File: config.mk
export PLATFORM = sky130hd
export DESIGN_NAME = apc_comp_mem
export DESIGN_NICKNAME = d
export VERILOG_FILES = /design/src/hdl/apc_pkg.sv /design/src/hdl/apc_comp_mem.sv
export SDC_FILE = /design/constraint.sdc
export NUM_CORES = 2
export LEC_CHECK = 0
export BUFFER_PORTS_ARGS = -buffer_cell sky130_fd_sc_hd__buf_2
export CORE_MARGIN = 10
export CORE_UTILIZATION = 40
export DETAILED_ROUTE_END_ITERATION = 7
export GPL_ROUTABILITY_DRIVEN = 0
export PLACE_DENSITY = 0.67
export SLEW_MARGIN = 15
export SYNTH_ARGS = -nofsm -noshare
export SYNTH_HDL_FRONTEND = slang
export SYNTH_SLANG_ARGS = --single-unit
File: constraint.sdc
create_clock -name clk -period 6.3 [get_ports clk]
set_input_delay 1.26 -clock clk [delete_from_list [all_inputs] [get_ports clk]]
set_output_delay 1.26 -clock clk [all_outputs]
set_load 0.05 [all_outputs]
File: src/hdl/apc_pkg.sv
`timescale 1ns / 1ps
// ----------------------------------------------------------------------------
// apc_pkg
// Shared types and constants of the area portal connectivity block.
// ----------------------------------------------------------------------------
package apc_pkg;

  // row index width at the largest supported area count
  localparam int ROW_W = 6;
  // width of one portal open-count
  localparam int CNT_W = 8;
  // width of the area fields and of the area count register
  localparam int AREA_FIELD_W = 7;
  // width of the result mask
  localparam int MASK_W = 64;

  // command codes
  typedef enum logic [1:0] {
    OP_OPEN  = 2'd0,
    OP_CLOSE = 2'd1,
    OP_CONN  = 2'd2,
    OP_MASK  = 2'd3
  } apc_op_t;

  // read and write control of one memory
  typedef struct packed {
    logic             rd_en;
    logic [ROW_W-1:0] rd_row;
    logic             wr_en;
    logic [ROW_W-1:0] wr_row;
  } apc_mem_ctl_t;

endpackage

File: src/hdl/apc_comp_mem.sv
`timescale 1ns / 1ps
// ----------------------------------------------------------------------------
// apc_comp_mem
// Component memory: for each area, the mask of areas in its component.
// ----------------------------------------------------------------------------
module apc_comp_mem #(
  parameter int MAX_AREAS = 64
) (
  input  logic                  clk,
  input  apc_pkg::apc_mem_ctl_t ctl,
  input  logic [MAX_AREAS-1:0]  wr_data,
  output logic [MAX_AREAS-1:0]  rd_data
);

  localparam int AW = (MAX_AREAS > 1) ? $clog2(MAX_AREAS) : 1;

  logic [MAX_AREAS-1:0] mem [MAX_AREAS];
  logic [MAX_AREAS-1:0] rdata_r;

  // storage and registered read
  always_ff @(posedge clk) begin
    if (ctl.wr_en) begin
      mem[ctl.wr_row[AW-1:0]] <= wr_data;
    end
    if (ctl.rd_en) begin
      rdata_r <= mem[ctl.rd_row[AW-1:0]];
    end
  end

  assign rd_data = rdata_r;

endmodule
Word level (Yosys, flattened, before mapping)
Memory sizes are Yosys's and may differ from the RTL's. A register that Yosys moved wholly into a read port is not among the register bits.
Index checks and enable logic that the tools add are counted.
{ "op_classes": {"mux": 2} }
{ "ops": {"columns": ["op", "count"], "rows": [
  ["$mux W1", 2]
]} }
{ "word_totals": {"ff_bits": 0, "in_bits": 79, "n_memories": 1, "wordCells": 3, "mem_bits_rw": 4096, "out_inout_bits": 64} }
{ "mem_list": {"columns": ["name", "depth", "width", "rd", "rd_ports_with_merged_regs", "wr", "line", "rtl"], "rows": [
  ["mem", 64, 64, 1, 1, 1, "apc_comp_mem.sv:17", "logic [MAX_AREAS-1:0] mem [MAX_AREAS];"]
]} }

Depth between registers and ports, before layout
{ "depth": {"ltp_word": 2, "depth_mapped": 9, "depth_no_buf": 5} }

Least setup slack after synthesis
No wires, ideal clock.
{ "synth_path": {"path_kind": "input to register", "from": "in ctl[3] in the netlist's numbering", "to": "mem mem[48][0], enable pin", "n_path_buf": 1, "required_time_ns": 5.736, "arrival_ns": 6.132, "path_slack_ns": -0.396, "stages": 4, "path_cell_list": "clkbuf_1 > nor2b_1 > nand4b_1 > nor3_1"} }
{ "synth_rtl": {"columns": ["element", "line", "rtl"], "rows": [
  ["start, declared", "apc_comp_mem.sv:10", "input apc_pkg::apc_mem_ctl_t ctl,"],
  ["end, declared", "apc_comp_mem.sv:17", null]
]} }
Straight into the memory's write port.

==> metrics.txt <==
highest clock rate=276 MHz; Post-route DRC=0; Simple-Gate Fraction of Synth Area=1.23%; routed via count=75,500; Rel. slew slack=15.6%; commonest non-fill, non-tap cell in the layout=edfxtp_1; num rows=between 200 and 250; Top FF cell, synth=edfxtp_1; Seq pwr share=53.4%; Syn-to-layout area delta=13.9%; Slew @ Worst Pin=1270 ps; WL/cell=around 34 um; Adder-Cell Fraction of Synth Area=0%; R2R depth=5; port bufs=142; CTS tree=built; crit path launch=ctl[9]; Slowest-stage cell, CP=buf_8; Core Util, Final=between 40% and 50%; Final Setup Violations=0; highest-count cells in the layout ignoring fill and taps=edfxtp_1 (4,160), mux4_2 (1,024), clkbuf_16 (406); share of layout cells above drive strength 1=28.1%; largest net degree at the start of global routing=118; cts hold-fix bufs=0; Post-synth EDFFs=4,160; status=finished clean; Tmin final=approximately 3600 ps; CTS Buf Count=399; post-synthesis xor/xnor area fraction=0%; hpwl dp=226 mm; Layout Cells excl Fill=12,500; CTS Buffer Depth=4; Synth Area in Compound Gates=under 10%; MaxCap Viol Count=0; clock skew=57.5 ps; Yosys reg bits=4,160; Root Buffer=clkbuf_16; die width=approximately 650 um; crit end category=flip-flop; Total Wirelength=426 mm; DR pass1 iterations=6; Critical Path RT=6900 ps; vias in the first global route=76,300; NetSw=12,100 uW; postcts setup bufs=0; WHS Endpoint=rd_data[63]; core footprint=~390,000 um2; die height=646 um; Critical Path Fanout Max=roughly 120; DRT iter0 DRCs=10,900; total track usage=roughly a fifth; first-pass GRT wire length=598 mm; P_int=45,700 uW; CTS clk-pin slew, worst paths=60 ps; # nets final=7,076; RSZ-0062 raised after global routing=no; reg2reg start=mem[9][14]; Ports=143; vias per inst=6.02; largest family of logic cells by synthesized area=multiplexers; peak supply drop=roughly 280 uV; CP peak stage delay=approximately 630 ps; synth unique cells=32; Cell Area, Synth=~160,000 um2; Synth top area share=79.6%; WHS Path Cells=4; switching share of power=between 20% and 30%; Initial Utilization=40.3%; register area share after synthesis=79.6%; post_cts resized=0; ys async rst share=0%; Final Hold Vio Count=0; Reg-to-Reg End=rd_data[14]; Min-Delay Path Class=flip-flop to flip-flop; power share of the clock group=between 40% and 50%; syn_nets=around 6,700; CP cell instances=buf_8 -> buf_12 -> mux4_2 -> or3_1 -> a41oi_1 -> a211oi_1; synthesized area per cell=between 20 and 25 um2; crit path DAT=~4200 ps; hold_sp=mem[38][63]; Power Density=approximately 320 nW/um2; Final Cycle Share=57.5%; CTS Sinks=4,160; total negative slack=0 ps; Power Total=57,700 uW; CP Launch Type=input pin; htree depth=5; GRT overflow=0; cell count after placement=11,800; ANT nets after route=0; critical path class=input pin to flip-flop; Slew Viols, Final=0; Comb power frac=4.6%; Yosys warning count=0; leak pwr=0.0551 uW; R2R Setup Slk=4000 ps; Clk Latency, worst-skew pair=920 ps; synth top area cells=edfxtp_1 (80%), mux4_2 (15%), mux2i_1 (0.86%); multiplexer share of the synthesized area=15.6%; die area=418,000 um2; initial antenna violation count=50; post-synth top area cell=edfxtp_1; Cells after Synth=6,598
==> per-layer routing <==
metal | global-route usage [%] | part of all wire (%) | wire length (um)
met2 | 33.4 | 50 | 212000
met4 | 6.86 | 3.7 | 15800
met3 | 3.67 | 9.7 | 41200
met1 | 26.4 | 37 | 156000
met5 | 0.0453 | 0.029 | 125
==> through the flow <==
step	worst slack (ps)	hold WS, ps	area, um2
after detailed placement	1780	902	166000
final	2680	916	179000
after floorplan	1010	865	157000
after global routing	2630	923	179000
after CTS	2720	918	179000
after global placement	1820	893	166000
==> worst max-delay path: cells and delay by family <==
family	cells	cell delay, ps
simple gates	1	310
mux	1	400
buf+inv	2	1160
compound gates	2	650
==> logic make-up after synthesis <==
| group | after synthesis |
|---|---|
| mux | 1159 |
| buf+inv | 389 |
| flops | 4160 |
| compound gates | 504 |
| simple gates | 386 |
==> final cells by class <==
cell class / count / area, um2
Clock buffer: 477 / 10400
Clock inverter: 251 / 2720
Timing Repair Buffer: 368 / 3320
Fill cell: 31200 / 211000
Tap cell: 5197 / 6500
Multi-Input combinational cell: 2049 / 30800
Antenna cell: 19 / 47.5
Inverter: 19 / 71.3
Sequential cell: 4160 / 125000
==> state kept, by name, summed over array words and instances (netlist names) <==
register / cells
rd_data: 64
mem: 4096
==> synth_stat cells, drive strengths merged, types with 19 or more instances <==
master   number
mux4       1024
a22oi       168
a2bb2oi      19
edfxtp     4160
o22ai        83
or3          29
nor2b        28
clkbuf      140
nand2        58
a41oi        26
buf         230
a211oi       63
o221ai       38
and3         64
or2          28
mux2i       135
nand3        45
nor2        112
inv          19
a22o         88
==> power groups by stage <==
stage | clock [uW] | combinational, uW | sequential (uW)
6_report | 24200 | 2680 | 30800
5_1_grt | 25600 | 2830 | 30800
4_1_cts | 24500 | 2700 | 30800
3_5_place_dp | 0 | 2690 | 31400
3_3_place_gp | 0 | 2630 | 31400
2_1_floorplan | 0 | 1430 | 31500
==> worst max-delay path by stage <==
| stage | to | cells after the start |
|---|---|---|
| floorplan | mem[39][0] | 4 |
| global placement | rd_data[11] | 7 |
| detailed placement | rd_data[33] | 6 |
| CTS | rd_data[33] | 6 |
| global route | rd_data[33] | 7 |
| finish | rd_data[36] | 6 |
Note: power is estimated with default switching activity, not from simulation.
